File: src/hw/rtl/sbt_pkg.sv
// shared types and constants for the source byte tokenizer
`default_nettype none
package sbt_pkg;
	localparam logic [1:0] RK_TEXT  = 2'd0;
	localparam logic [1:0] RK_TOKEN = 2'd1;
	localparam logic [1:0] RK_ERROR = 2'd2;

	localparam logic [5:0] T_ASSIGN    = 6'd10;
	localparam logic [5:0] T_EQEQ      = 6'd11;
	localparam logic [5:0] T_BANGEQ    = 6'd12;
	localparam logic [5:0] T_LESS      = 6'd13;
	localparam logic [5:0] T_LESSEQ    = 6'd14;
	localparam logic [5:0] T_GREATER   = 6'd15;
	localparam logic [5:0] T_GREATEREQ = 6'd16;
	localparam logic [5:0] T_IDENT     = 6'd17;
	localparam logic [5:0] T_INT       = 6'd18;
	localparam logic [5:0] T_FLOAT     = 6'd19;
	localparam logic [5:0] T_STRING    = 6'd20;
	localparam logic [5:0] T_KW0       = 6'd21;
	localparam logic [5:0] T_EOF       = 6'd33;

	localparam logic       EC_UNKNOWN = 1'b0;
	localparam logic       EC_UNTERM  = 1'b1;

	localparam int NUM_KW = 12;

	function automatic logic [3:0] kw_len(input int k);
		begin
			case (k)
				0:  kw_len = 4'd8;
				1:  kw_len = 4'd6;
				2:  kw_len = 4'd2;
				3:  kw_len = 4'd4;
				4:  kw_len = 4'd3;
				5:  kw_len = 4'd4;
				6:  kw_len = 4'd5;
				7:  kw_len = 4'd3;
				8:  kw_len = 4'd5;
				9:  kw_len = 4'd6;
				default: kw_len = 4'd4;
			endcase
		end
	endfunction

	// keyword text, byte i of keyword k, zero past its end
	function automatic logic [7:0] kw_char(input int k, input logic [3:0] i);
		logic [63:0] s;
		begin
			case (k)
				0:  s = "function";
				1:  s = "return";
				2:  s = "if";
				3:  s = "else";
				4:  s = "for";
				5:  s = "true";
				6:  s = "false";
				7:  s = "int";
				8:  s = "float";
				9:  s = "string";
				10: s = "bool";
				default: s = "void";
			endcase
			kw_char = (i < kw_len(k)) ? s[8*(kw_len(k)-1-i) +: 8] : 8'd0;
		end
	endfunction

	// one result before position is attached
	typedef struct packed {
		logic       valid;
		logic [1:0] rk;
		logic [5:0] tt;
		logic [1:0] pos_sel;   // 0 token start, 1 dot, 2 or 3 current
		logic [7:0] tb;
		logic       ec;
	} slot_t;
endpackage
`default_nettype wire

File: src/hw/rtl/sbt_front.sv
// scanner state machine: classifies bytes and builds up to three results
`default_nettype none
module sbt_front #(
	parameter int PW = 16
) (
	input  wire logic          clk,
	input  wire logic          arst_n,
	input  wire logic          take,
	input  wire logic          kind,
	input  wire logic [7:0]    source_byte,
	output logic [3:0]         n_res,
	output logic [3*(2+6+PW+PW+8+1+1+1)-1:0] res_bus
);
	import sbt_pkg::*;
	localparam int RW = 2+6+PW+PW+8+1+1+1;
	localparam logic [PW-1:0] PMAX = {PW{1'b1}};
	localparam logic [PW-1:0] ONE = PW'(1);

	localparam logic [3:0] M_IDLE = 4'd0, M_IDENT = 4'd1, M_NUM = 4'd2, M_NUMDOT = 4'd3,
		M_FRAC = 4'd4, M_STR = 4'd5, M_ESC = 4'd6, M_EQ = 4'd7, M_LT = 4'd8,
		M_GT = 4'd9, M_BANG = 4'd10;

	logic [3:0]    mode_q, mode_d;
	logic [PW-1:0] line_q, col_q, tline_q, tcol_q, dline_q, dcol_q;
	logic [PW-1:0] tline_d, tcol_d, dline_d, dcol_d;
	logic [11:0]   cand_q, cand_d;
	logic [3:0]    ilen_q, ilen_d;
	logic          err_q;
	slot_t         s [3];
	logic [1:0]    ns;

	logic is_dig, is_alp;
	assign is_dig = source_byte >= "0" && source_byte <= "9";
	assign is_alp = (source_byte >= "a" && source_byte <= "z") ||
		(source_byte >= "A" && source_byte <= "Z") || source_byte == "_";

	// keyword matching from a given mask and length
	function automatic logic [11:0] feed(input logic [11:0] c, input logic [3:0] i,
		input logic [7:0] b);
		logic [11:0] m;
		begin
			m = '0;
			for (int k = 0; k < NUM_KW; k++)
				if (c[k] && i < kw_len(k) && kw_char(k, i) == b) m[k] = 1'b1;
			feed = m;
		end
	endfunction

	function automatic logic [5:0] ident_type(input logic [11:0] c, input logic [3:0] l);
		logic [5:0] t;
		begin
			t = T_IDENT;
			for (int k = 0; k < NUM_KW; k++)
				if (c[k] && kw_len(k) == l) t = T_KW0 + 6'(k);
			ident_type = t;
		end
	endfunction

	// results from the closing of an open token keep the old start position
	function automatic logic idle_go_first(input slot_t x);
		begin
			idle_go_first = (mode_q != M_IDLE) && (mode_q <= M_BANG) && x.rk != RK_TEXT;
		end
	endfunction

	always_comb begin
		logic idle_go;
		logic [5:0] tok;
		for (int j = 0; j < 3; j++) s[j] = '0;
		ns = 2'd0;
		mode_d = mode_q; tline_d = tline_q; tcol_d = tcol_q;
		dline_d = dline_q; dcol_d = dcol_q; cand_d = cand_q; ilen_d = ilen_q;
		idle_go = 1'b0;
		tok = '0;
		if (kind) begin
			unique case (mode_q)
				M_IDENT: begin s[ns] = '{1'b1, RK_TOKEN, ident_type(cand_q, ilen_q), 2'd0, 8'd0, 1'b0}; ns++; end
				M_NUM: begin s[ns] = '{1'b1, RK_TOKEN, T_INT, 2'd0, 8'd0, 1'b0}; ns++; end
				M_NUMDOT: begin
					s[0] = '{1'b1, RK_TOKEN, T_INT, 2'd0, 8'd0, 1'b0};
					s[1] = '{1'b1, RK_ERROR, 6'd0, 2'd1, ".", EC_UNKNOWN}; ns = 2'd2;
				end
				M_FRAC: begin s[ns] = '{1'b1, RK_TOKEN, T_FLOAT, 2'd0, 8'd0, 1'b0}; ns++; end
				M_STR, M_ESC: begin s[ns] = '{1'b1, RK_ERROR, 6'd0, 2'd0, 8'h22, EC_UNTERM}; ns++; end
				M_EQ: begin s[ns] = '{1'b1, RK_TOKEN, T_ASSIGN, 2'd0, 8'd0, 1'b0}; ns++; end
				M_LT: begin s[ns] = '{1'b1, RK_TOKEN, T_LESS, 2'd0, 8'd0, 1'b0}; ns++; end
				M_GT: begin s[ns] = '{1'b1, RK_TOKEN, T_GREATER, 2'd0, 8'd0, 1'b0}; ns++; end
				M_BANG: begin s[ns] = '{1'b1, RK_ERROR, 6'd0, 2'd0, "!", EC_UNKNOWN}; ns++; end
				default: ;
			endcase
			s[ns] = '{1'b1, RK_TOKEN, T_EOF, 2'd3, 8'd0, 1'b0}; ns++;
		end else begin
			unique case (mode_q)
				M_IDENT: if (is_alp || is_dig) begin
					s[0] = '{1'b1, RK_TEXT, 6'd0, 2'd0, source_byte, 1'b0}; ns = 2'd1;
					cand_d = feed(cand_q, ilen_q, source_byte);
					if (ilen_q != 4'd15) ilen_d = ilen_q + 4'd1;
				end else begin
					s[0] = '{1'b1, RK_TOKEN, ident_type(cand_q, ilen_q), 2'd0, 8'd0, 1'b0};
					ns = 2'd1; idle_go = 1'b1;
				end
				M_NUM: if (is_dig) begin
					s[0] = '{1'b1, RK_TEXT, 6'd0, 2'd0, source_byte, 1'b0}; ns = 2'd1;
				end else if (source_byte == ".") begin
					dline_d = line_q; dcol_d = col_q; mode_d = M_NUMDOT;
				end else begin
					s[0] = '{1'b1, RK_TOKEN, T_INT, 2'd0, 8'd0, 1'b0}; ns = 2'd1; idle_go = 1'b1;
				end
				M_NUMDOT: if (is_dig) begin
					s[0] = '{1'b1, RK_TEXT, 6'd0, 2'd0, ".", 1'b0};
					s[1] = '{1'b1, RK_TEXT, 6'd0, 2'd0, source_byte, 1'b0};
					ns = 2'd2; mode_d = M_FRAC;
				end else begin
					s[0] = '{1'b1, RK_TOKEN, T_INT, 2'd0, 8'd0, 1'b0};
					s[1] = '{1'b1, RK_ERROR, 6'd0, 2'd1, ".", EC_UNKNOWN};
					ns = 2'd2; idle_go = 1'b1;
				end
				M_FRAC: if (is_dig) begin
					s[0] = '{1'b1, RK_TEXT, 6'd0, 2'd0, source_byte, 1'b0}; ns = 2'd1;
				end else begin
					s[0] = '{1'b1, RK_TOKEN, T_FLOAT, 2'd0, 8'd0, 1'b0}; ns = 2'd1; idle_go = 1'b1;
				end
				M_STR: if (source_byte == 8'h5c) mode_d = M_ESC;
				else if (source_byte == 8'h22) begin
					s[0] = '{1'b1, RK_TOKEN, T_STRING, 2'd0, 8'd0, 1'b0}; ns = 2'd1; mode_d = M_IDLE;
				end else begin
					s[0] = '{1'b1, RK_TEXT, 6'd0, 2'd0, source_byte, 1'b0}; ns = 2'd1;
				end
				M_ESC: begin
					s[0] = '{1'b1, RK_TEXT, 6'd0, 2'd0,
						source_byte == "n" ? 8'h0a : (source_byte == "t" ? 8'h09 : source_byte), 1'b0};
					ns = 2'd1; mode_d = M_STR;
				end
				M_EQ, M_LT, M_GT, M_BANG: begin
					if (source_byte == "=") begin
						tok = mode_q == M_EQ ? T_EQEQ : mode_q == M_LT ? T_LESSEQ :
							mode_q == M_GT ? T_GREATEREQ : T_BANGEQ;
						s[0] = '{1'b1, RK_TOKEN, tok, 2'd0, 8'd0, 1'b0}; mode_d = M_IDLE;
					end else if (mode_q == M_BANG) begin
						s[0] = '{1'b1, RK_ERROR, 6'd0, 2'd0, "!", EC_UNKNOWN}; idle_go = 1'b1;
					end else begin
						tok = mode_q == M_EQ ? T_ASSIGN : mode_q == M_LT ? T_LESS : T_GREATER;
						s[0] = '{1'b1, RK_TOKEN, tok, 2'd0, 8'd0, 1'b0}; idle_go = 1'b1;
					end
					ns = 2'd1;
				end
				default: idle_go = 1'b1;
			endcase
			if (idle_go) begin
				tline_d = line_q; tcol_d = col_q; mode_d = M_IDLE;
				case (source_byte)
					"(", ")", "{", "}", ":", ",", "+", "-", "*", "/": begin
						case (source_byte)
							"(": tok = 6'd0; ")": tok = 6'd1; "{": tok = 6'd2; "}": tok = 6'd3;
							":": tok = 6'd4; ",": tok = 6'd5; "+": tok = 6'd6; "-": tok = 6'd7;
							"*": tok = 6'd8; default: tok = 6'd9;
						endcase
						s[ns] = '{1'b1, RK_TOKEN, tok, 2'd0, 8'd0, 1'b0}; ns++;
					end
					"=": mode_d = M_EQ;
					"<": mode_d = M_LT;
					">": mode_d = M_GT;
					"!": mode_d = M_BANG;
					8'h22: mode_d = M_STR;
					" ", 8'h0d, 8'h09, 8'h0a: ;
					default: if (is_dig) begin
						mode_d = M_NUM;
						s[ns] = '{1'b1, RK_TEXT, 6'd0, 2'd0, source_byte, 1'b0}; ns++;
					end else if (is_alp) begin
						mode_d = M_IDENT;
						cand_d = feed(12'hfff, 4'd0, source_byte); ilen_d = 4'd1;
						s[ns] = '{1'b1, RK_TEXT, 6'd0, 2'd0, source_byte, 1'b0}; ns++;
					end else begin
						s[ns] = '{1'b1, RK_ERROR, 6'd0, 2'd0, source_byte, EC_UNKNOWN}; ns++;
					end
				endcase
			end
		end
	end

	// attach positions and sticky error flag
	always_comb begin
		logic e;
		logic [PW-1:0] ln, cl;
		e = err_q;
		res_bus = '0;
		for (int j = 0; j < 3; j++) begin
			case (s[j].pos_sel)
				2'd0: begin ln = tline_d; cl = tcol_d; end
				2'd1: begin ln = dline_q; cl = dcol_q; end
				default: begin ln = line_q; cl = col_q; end
			endcase
			if (s[j].pos_sel == 2'd0 && s[j].rk == RK_ERROR && s[j].tb == 8'h22) begin
				ln = tline_q; cl = tcol_q;
			end
			if (s[j].pos_sel == 2'd0 && !kind && s[j].rk == RK_ERROR && s[j].tb == "!" &&
				mode_q == M_BANG && j == 0) begin
				ln = tline_q; cl = tcol_q;
			end
			if (s[j].pos_sel == 2'd0 && j == 0 && !kind && idle_go_first(s[j])) begin
				ln = tline_q; cl = tcol_q;
			end
			if (s[j].valid && s[j].rk == RK_ERROR) e = 1'b1;
			res_bus[j*RW +: RW] = {s[j].rk, s[j].tt, ln, cl, s[j].tb, s[j].ec, e,
				(2'(j) == ns - 2'd1)};
		end
	end

	assign n_res = {2'b00, ns};

	always_ff @(posedge clk or negedge arst_n) begin
		if (!arst_n) begin
			mode_q <= M_IDLE; line_q <= ONE; col_q <= ONE; tline_q <= ONE; tcol_q <= ONE;
			dline_q <= ONE; dcol_q <= ONE; cand_q <= '0; ilen_q <= '0; err_q <= 1'b0;
		end else if (take) begin
			if (kind) begin
				mode_q <= M_IDLE; line_q <= ONE; col_q <= ONE; tline_q <= ONE; tcol_q <= ONE;
				dline_q <= ONE; dcol_q <= ONE; cand_q <= '0; ilen_q <= '0; err_q <= 1'b0;
			end else begin
				mode_q <= mode_d; tline_q <= tline_d; tcol_q <= tcol_d;
				dline_q <= dline_d; dcol_q <= dcol_d; cand_q <= cand_d; ilen_q <= ilen_d;
				for (int j = 0; j < 3; j++)
					if (s[j].valid && s[j].rk == RK_ERROR) err_q <= 1'b1;
				if (source_byte == 8'h0a) begin
					if (line_q != PMAX) line_q <= line_q + ONE;
					col_q <= ONE;
				end else if (col_q != PMAX) col_q <= col_q + ONE;
			end
		end
	end
endmodule
`default_nettype wire

File: src/hw/rtl/sbt_back.sv
// result queue: takes up to three results per cycle, hands out one per pop
`default_nettype none
module sbt_back #(
	parameter int RW = 8
) (
	input  wire logic          clk,
	input  wire logic          arst_n,
	input  wire logic          wr,
	input  wire logic [3:0]    n_in,
	input  wire logic [3*RW-1:0] din,
	output logic               full,
	output logic               empty,
	input  wire logic          pop,
	output logic [RW-1:0]      dout
);
	localparam int D = 8;
	logic [RW-1:0] mem_q [D];
	logic [2:0]    rp_q, wp_q;
	logic [3:0]    cnt_q;
	logic          do_pop;

	assign empty  = cnt_q == 4'd0;
	assign full   = cnt_q > 4'd5;
	assign dout   = mem_q[rp_q];
	assign do_pop = pop && !empty;

	always_ff @(posedge clk) begin
		if (wr) begin
			for (int j = 0; j < 3; j++)
				if (4'(j) < n_in) mem_q[wp_q + 3'(j)] <= din[j*RW +: RW];
		end
	end

	always_ff @(posedge clk or negedge arst_n) begin
		if (!arst_n) begin
			rp_q <= '0; wp_q <= '0; cnt_q <= '0;
		end else begin
			if (wr) wp_q <= wp_q + n_in[2:0];
			if (do_pop) rp_q <= rp_q + 3'd1;
			cnt_q <= cnt_q + (wr ? n_in : 4'd0) - {3'd0, do_pop};
		end
	end
endmodule
`default_nettype wire

File: src/hw/rtl/source_byte_tokenizer_top.sv
// top level of the streaming source byte tokenizer
// usage:
//   input channel: drive kind and source_byte with push; an item is taken at
//   a clock edge with push high and full low. kind 1 marks end of source
//   result channel: while empty is low the oldest result sits on the result
//   ports; pop takes it. each item gives zero to three results, the last
//   one flagged by is_last
// throughput: one item per cycle while full is low; the scanner is
//   a single state register, so every byte is classified in the
//   cycle it is taken, and its results enter the queue as it is taken
// a scanner front writes results into an eight entry queue; full rises
//   once fewer than three slots remain, so a stalled receiver holds
//   the input side back without losing results
// reset clears the scanner (line and column 1) and empties the queue;
//   the end marker returns the scanner to the same state
`default_nettype none
module source_byte_tokenizer_top #(
	parameter int POSITION_WIDTH = 16
) (
	input  wire logic                      clk,
	input  wire logic                      arst_n,
	input  wire logic                      push,
	output logic                           full,
	input  wire logic                      kind,
	input  wire logic [7:0]                source_byte,
	output logic                           empty,
	input  wire logic                      pop,
	output logic [1:0]                     result_kind,
	output logic [5:0]                     token_type,
	output logic [POSITION_WIDTH-1:0]      start_line,
	output logic [POSITION_WIDTH-1:0]      start_column,
	output logic [7:0]                     text_byte,
	output logic                           error_code,
	output logic                           any_error,
	output logic                           is_last
);
	localparam int RW = 2+6+POSITION_WIDTH+POSITION_WIDTH+8+1+1+1;
	logic          take;
	logic [3:0]    n_res;
	logic [3*RW-1:0] res_bus;
	logic [RW-1:0] head;

	assign take = push && !full;

	sbt_front #(.PW(POSITION_WIDTH)) u_front (
		.clk, .arst_n, .take, .kind, .source_byte, .n_res, .res_bus
	);

	sbt_back #(.RW(RW)) u_back (
		.clk, .arst_n, .wr(take), .n_in(n_res), .din(res_bus),
		.full, .empty, .pop, .dout(head)
	);

	assign {result_kind, token_type, start_line, start_column, text_byte, error_code,
		any_error, is_last} = head;
endmodule
`default_nettype wire

File: config.mk
export PLATFORM = sky130hd
export DESIGN_NAME = source_byte_tokenizer_top
export DESIGN_NICKNAME = d
export VERILOG_FILES = /design/src/hw/rtl/sbt_pkg.sv /design/src/hw/rtl/sbt_front.sv /design/src/hw/rtl/sbt_back.sv /design/src/hw/rtl/source_byte_tokenizer_top.sv
export SDC_FILE = /design/constraint.sdc
export NUM_CORES = 2
export LEC_CHECK = 0
export BUFFER_PORTS_ARGS = -buffer_cell sky130_fd_sc_hd__buf_2
export CORE_UTILIZATION = 40
export DETAILED_ROUTE_END_ITERATION = 10
export PLACE_DENSITY = 0.63
export SETUP_SLACK_MARGIN = 0.3
export SYNTH_ARGS = -nofsm -noshare
export SYNTH_HDL_FRONTEND = slang
export SYNTH_SLANG_ARGS = --single-unit
File: constraint.sdc
create_clock -name clk -period 7.35 [get_ports clk]
set_input_delay 0.735 -clock clk [delete_from_list [all_inputs] [get_ports clk]]
set_output_delay 0.735 -clock clk [all_outputs]
set_load 0.1 [all_outputs]
# Word level (Yosys, flattened, before mapping)
# Memories as Yosys holds them, arrays and structs flattened.
# Cells that the tools add are included.
# totals
ram_bits	408
n_memories	1
reg_bits	127
output_inout_bits	53
# memory_table
name	words	width	rd	rd_ports_with_merged_regs	wr	line	text
u_back.mem_q	8	51	1	0	3	sbt_back.sv:17	logic [RW-1:0] mem_q [D];
# classes
n_shift	24
add_sub_neg	30
eq_ne	91
order_cmp	27
bitwise_logic	5
n_mux	380
n_reduce_logical	116
# ops
op	n
two-way mux 64 bit	96
variable part select 64 x 33 -> 8 bit	24
two-way mux 16 bit	30
two-way mux 4 bit	111
two-way mux 20 bit	12
two-way mux 60 bit	4
two-way mux 8 bit	26
== test 8 bit	24
case mux 16 bit (2 select lines)	6
bitwise mux 60 bit	3
subtractor 29 x 4 -> 29 bit	6
case mux 20 bit (8 select lines)	1
== test 8 x 6 -> 1 bit (second input constant)	19
case mux 20 bit (7 select lines)	1
case mux 60 bit (2 select lines)	1
two-way mux 12 bit	7
logical AND 1 bit	83
demux 20 bit (select 2 bit)	2
subtractor 4 x 1 -> 5 bit (second input constant)	12
two-way mux 18 bit	3
== test 4 bit	12
== test 8 x 7 -> 1 bit (second input constant)	6
two-way mux 6 bit	8
two-way mux 1 bit	46
other kinds (69)	130

# Logic depth before layout (Yosys ltp)
# logic_depth
word_depth	38
depth_mapped	17
mapped_depth_nobuf	15

# Modules after synthesis
# Synthesis repeated with hierarchy kept, for this count alone.
# unflattened
hier_cells	3987
area_unflattened_um2	35441.5
# modules_own_cells
mod	n_inst	area_each_um2	cells_per_inst
sbt_back	1	24932.7	2658
sbt_front	1	10495.1	1328
source_byte_tokenizer_top	1	13.8	1

# Worst setup path before layout
# No wires, ideal clock.
# synth_path
path_kind	in2reg
start	in source_byte[5]
end	mem u_back.mem_q[2][0] (netlist bit), enable pin
arrival_ps	6797
path_buffers	2
slack_ps	17
setup_time_ps	536
stages	12
cell_sequence	buf_4 -> nor4b_1 -> a31oi_1 -> o22ai_1 -> ha_1 -> nor2_1 -> o211a_1 -> a22o_1 -> buf_2 -> nor2b_1 -> a31oi_1 -> o31ai_1
# synth_rtl
element	line	text
from (decl)	source_byte_tokenizer_top.sv:25	input wire logic [7:0] source_byte,
to (decl)	sbt_back.sv:17	

==> impl_metrics.env <==
export IMPL_final_min_clock_period_ns=5.73
export IMPL_synth_commonest_cells="edfxtp_1, a22oi_1, clkbuf_1"
export IMPL_grt_met1_usage_pct=40.4
export IMPL_ys_types=106
export IMPL_gp_congestion=0.951
export IMPL_fmax_ghz=0.174
export IMPL_clk_pin_slew_worst_paths_ns=0.06
export IMPL_fin_tns_setup_ns=0
export IMPL_syn_cell_area_um2=34700
export IMPL_die_h_um=297
export IMPL_ys_flop_type="edfxtp_1"
export IMPL_yosysTopAreaCell="edfxtp_1"
export IMPL_cts_htree_levels=2
export IMPL_status="complete, no violations"
export IMPL_num_vias=29800
export IMPL_crit_path_start_kind="flop"
export IMPL_reg2reg_to="u_back.mem_q[2][19]$_DFFE_PP_"
export IMPL_dieArea_um2=88000
export IMPL_cts_setup_buffers=0
export IMPL_grt_busiest_layer="met2"
export IMPL_first_pass_iters=6
export IMPL_start_util_pct=40.6
export IMPL_grt_max_degree=82
export IMPL_drcViolationCount=0
export IMPL_setup_viol=0
export IMPL_grt_first_pass_wirelength_um=191000
export IMPL_fin_crit_sh_pct=78.0
export IMPL_grt_overflow_total=0
export IMPL_ant_nets=0
export IMPL_cts_made_buffers=59
export IMPL_slew_headroom_pct=14.3
export IMPL_fp_dieW_um=297
export IMPL_dp_hpwl_um=75600
export IMPL_crit_required_ns=7.71
export IMPL_tightest_slew_ns=1.28
export IMPL_maxCapViolations=0
export IMPL_grt_pass1_vias=28200
export IMPL_cts_repair_resized=0
export IMPL_final_hold_viol_count=0
export IMPL_leakage_nw=12.8
export IMPL_grt_usage_pct=29.3
export IMPL_rows=107
export IMPL_syn2layout_area_growth_pct=9.01
export IMPL_cts_max_path_buffers=3
export IMPL_io_buffers=65
export IMPL_synthArstFlopShare_pct=23.7
export IMPL_slew_violations=0
export IMPL_rrSetupSlack_ns=1.62
export IMPL_synthTopCellsByArea="edfxtp_1, dfrtp_1, o221a_2"
export IMPL_post_drt_wl_per_cell_um=31.1
export IMPL_coreArea_um2=85500
export IMPL_use_met2_pct=44.0
export IMPL_clock_latency_ns=0.66
export IMPL_synthCells=3179
export IMPL_cp_end_kind="flop"
export IMPL_synth_seq_area_share_pct=44.5
export IMPL_wl_um=131000
export IMPL_hp_class="input port to asynchronous set/reset pin"
export IMPL_nets=3049
export IMPL_met3_usage_pct=6.61
export IMPL_crit_fanout=21
export IMPL_criticalPathCategory="flop to flop"
export IMPL_synth_edf_count=408
export IMPL_rsz0062_at_grt="no"
export IMPL_ys_ff_latch=535
export IMPL_cts_hold_buf=0
export IMPL_synth_most_common_cell="edfxtp_1"
export IMPL_clock_root_buffer="clkbuf_16"
export IMPL_regToRegStartpoint="u_front.mode_q[0]$_DFFE_PN0P_"
export IMPL_synth_fp_nets=3222
export IMPL_r2r_cells=13
export IMPL_power_density_nw_per_um2=528
export IMPL_yosysWarningCount=0
export IMPL_ir_drop_uv=403
export IMPL_cts_tree="built"
export IMPL_drive_above_1_share_pct=23.8
export IMPL_antenna_found_initial=6
export IMPL_fin_worst_skew_ns=0.0600
export IMPL_drt_iter0_drc=5111
export IMPL_synth_area_per_cell_um2=10.9
export IMPL_finalPower_w=0.0200
export IMPL_clock_sinks=535
export IMPL_boundaryPins=66
export IMPL_via_per_inst=7.10
export IMPL_synth_top_area_share_pct=35.3
export IMPL_arrival_ns=6.09
==> where the power goes <==
group / switching [W] / total (W) / internal, W
Clock: 0.00132 / 0.00304 / 0.00172
Combinational: 0.00812 / 0.0119 / 0.00378
Sequential: 0.000496 / 0.00502 / 0.00452
==> worst max-delay path, stage by stage (launching register included) <==
cell,delay (ns)
dfrtp_1,0.78
nand2_1,0.32
nor2_1,0.72
inv_1,0.20
ha_1,0.30
inv_1,0.14
nand2_1,0.09
o21ba_2,0.21
o211a_1,0.21
a22o_1,0.38
nand2_1,0.60
nand3_2,0.73
buf_4,0.48
o221a_2,0.29
==> worst max-delay path by stage <==
stage                                       start                            end  slack [ns]  cells past startpoint
floorplan                          source_byte[5]   u_back.mem_q[3][0]$_DFFE_PP_        0.20                     12
global placement                   source_byte[1]  u_back.mem_q[4][37]$_DFFE_PP_        1.76                     10
detailed placement                 source_byte[1]  u_back.mem_q[6][28]$_DFFE_PP_        1.68                     10
CTS                 u_front.mode_q[0]$_DFFE_PN0P_  u_back.mem_q[2][17]$_DFFE_PP_        1.84                     13
global route        u_front.mode_q[0]$_DFFE_PN0P_  u_back.mem_q[2][19]$_DFFE_PP_        1.50                     13
finish              u_front.mode_q[0]$_DFFE_PN0P_  u_back.mem_q[2][19]$_DFFE_PP_        1.62                     13
==> logic make-up after synthesis <==
group,synth area share (%)
adders and majority gates,1.12
DFF,44.5
buffers and inverters,5.28
AOI/OAI and AO/OA,28.1
xor gates and xnor gates,1.06
muxes,10.5
and+or+nand+nor,9.49
==> cell usage in the layout (no fill, tap or decap), drive strengths merged, types with 19 or more instances in the layout <==
cell type and count:
a221oi 32, and3 25, a22oi 300, xnor2 32, nor2b 21, nor3 31, ha 28, mux4 102
a22o 34, nand4 19, o221ai 34, mux2i 71, buf 157, edfxtp 408, o21bai 35, nand3 66
and2 19, o21ai 195, dfrtp 121, nor2 210, o221a 253, a31oi 41, o22ai 33, a21oi 132
clkinv 24, mux2 54, inv 37, clkbuf 84, nand2 205
==> layout make-up <==
| type | instances | area, um2 |
|---|---|---|
| Timing Repair Buffer | 157 | 1180 |
| Tap cell | 1144 | 1430 |
| Sequential cell | 535 | 15400 |
| Multi-Input combinational cell | 2214 | 17700 |
| Clock inverter | 27 | 274 |
| Fill cell | 7841 | 47700 |
| Inverter | 39 | 146 |
| Clock buffer | 84 | 1690 |
| Antenna cell | 1 | 2.50 |
==> routing by layer <==
layer | part of all wire, % | up-vias | routed length (um)
met1 | 39 | 14600 | 51100
met5 | 0.026 | - | 34
met4 | 4.8 | 6 | 6320
met2 | 43 | 2289 | 56900
li1 | - | 12500 | -
met3 | 13 | 445 | 16500
==> stage by stage <==
step                util (%)  cells  hold slack (ns)  area (um2)  worst slack [ns]
floorplan                  -   3179            0.439       34700             0.201
global placement        41.9   4089            0.463       35900              1.76
detailed placement      41.9   4089            0.471       35900              1.68
CTS                     44.2   4200            0.129       37800              1.84
global route            44.2   4200            0.150       37800              1.50
finish                  44.2   4201            0.118       37800              1.62
==> state kept, by name, indices dropped and copies added (netlist names) <==
signal / cells
u_front.tline_q: 16
u_front.dline_q: 16
u_front.cand_q: 12
u_back.wp_q: 3
u_back.rp_q: 3
u_back.mem_q: 408
u_front.line_q: 16
u_front.mode_q: 4
u_front.dcol_q: 16
u_back.cnt_q: 4
u_front.tcol_q: 16
u_front.err_q: 1
u_front.ilen_q: 4
u_front.col_q: 16
Note: power is estimated with default switching activity, not from simulation.
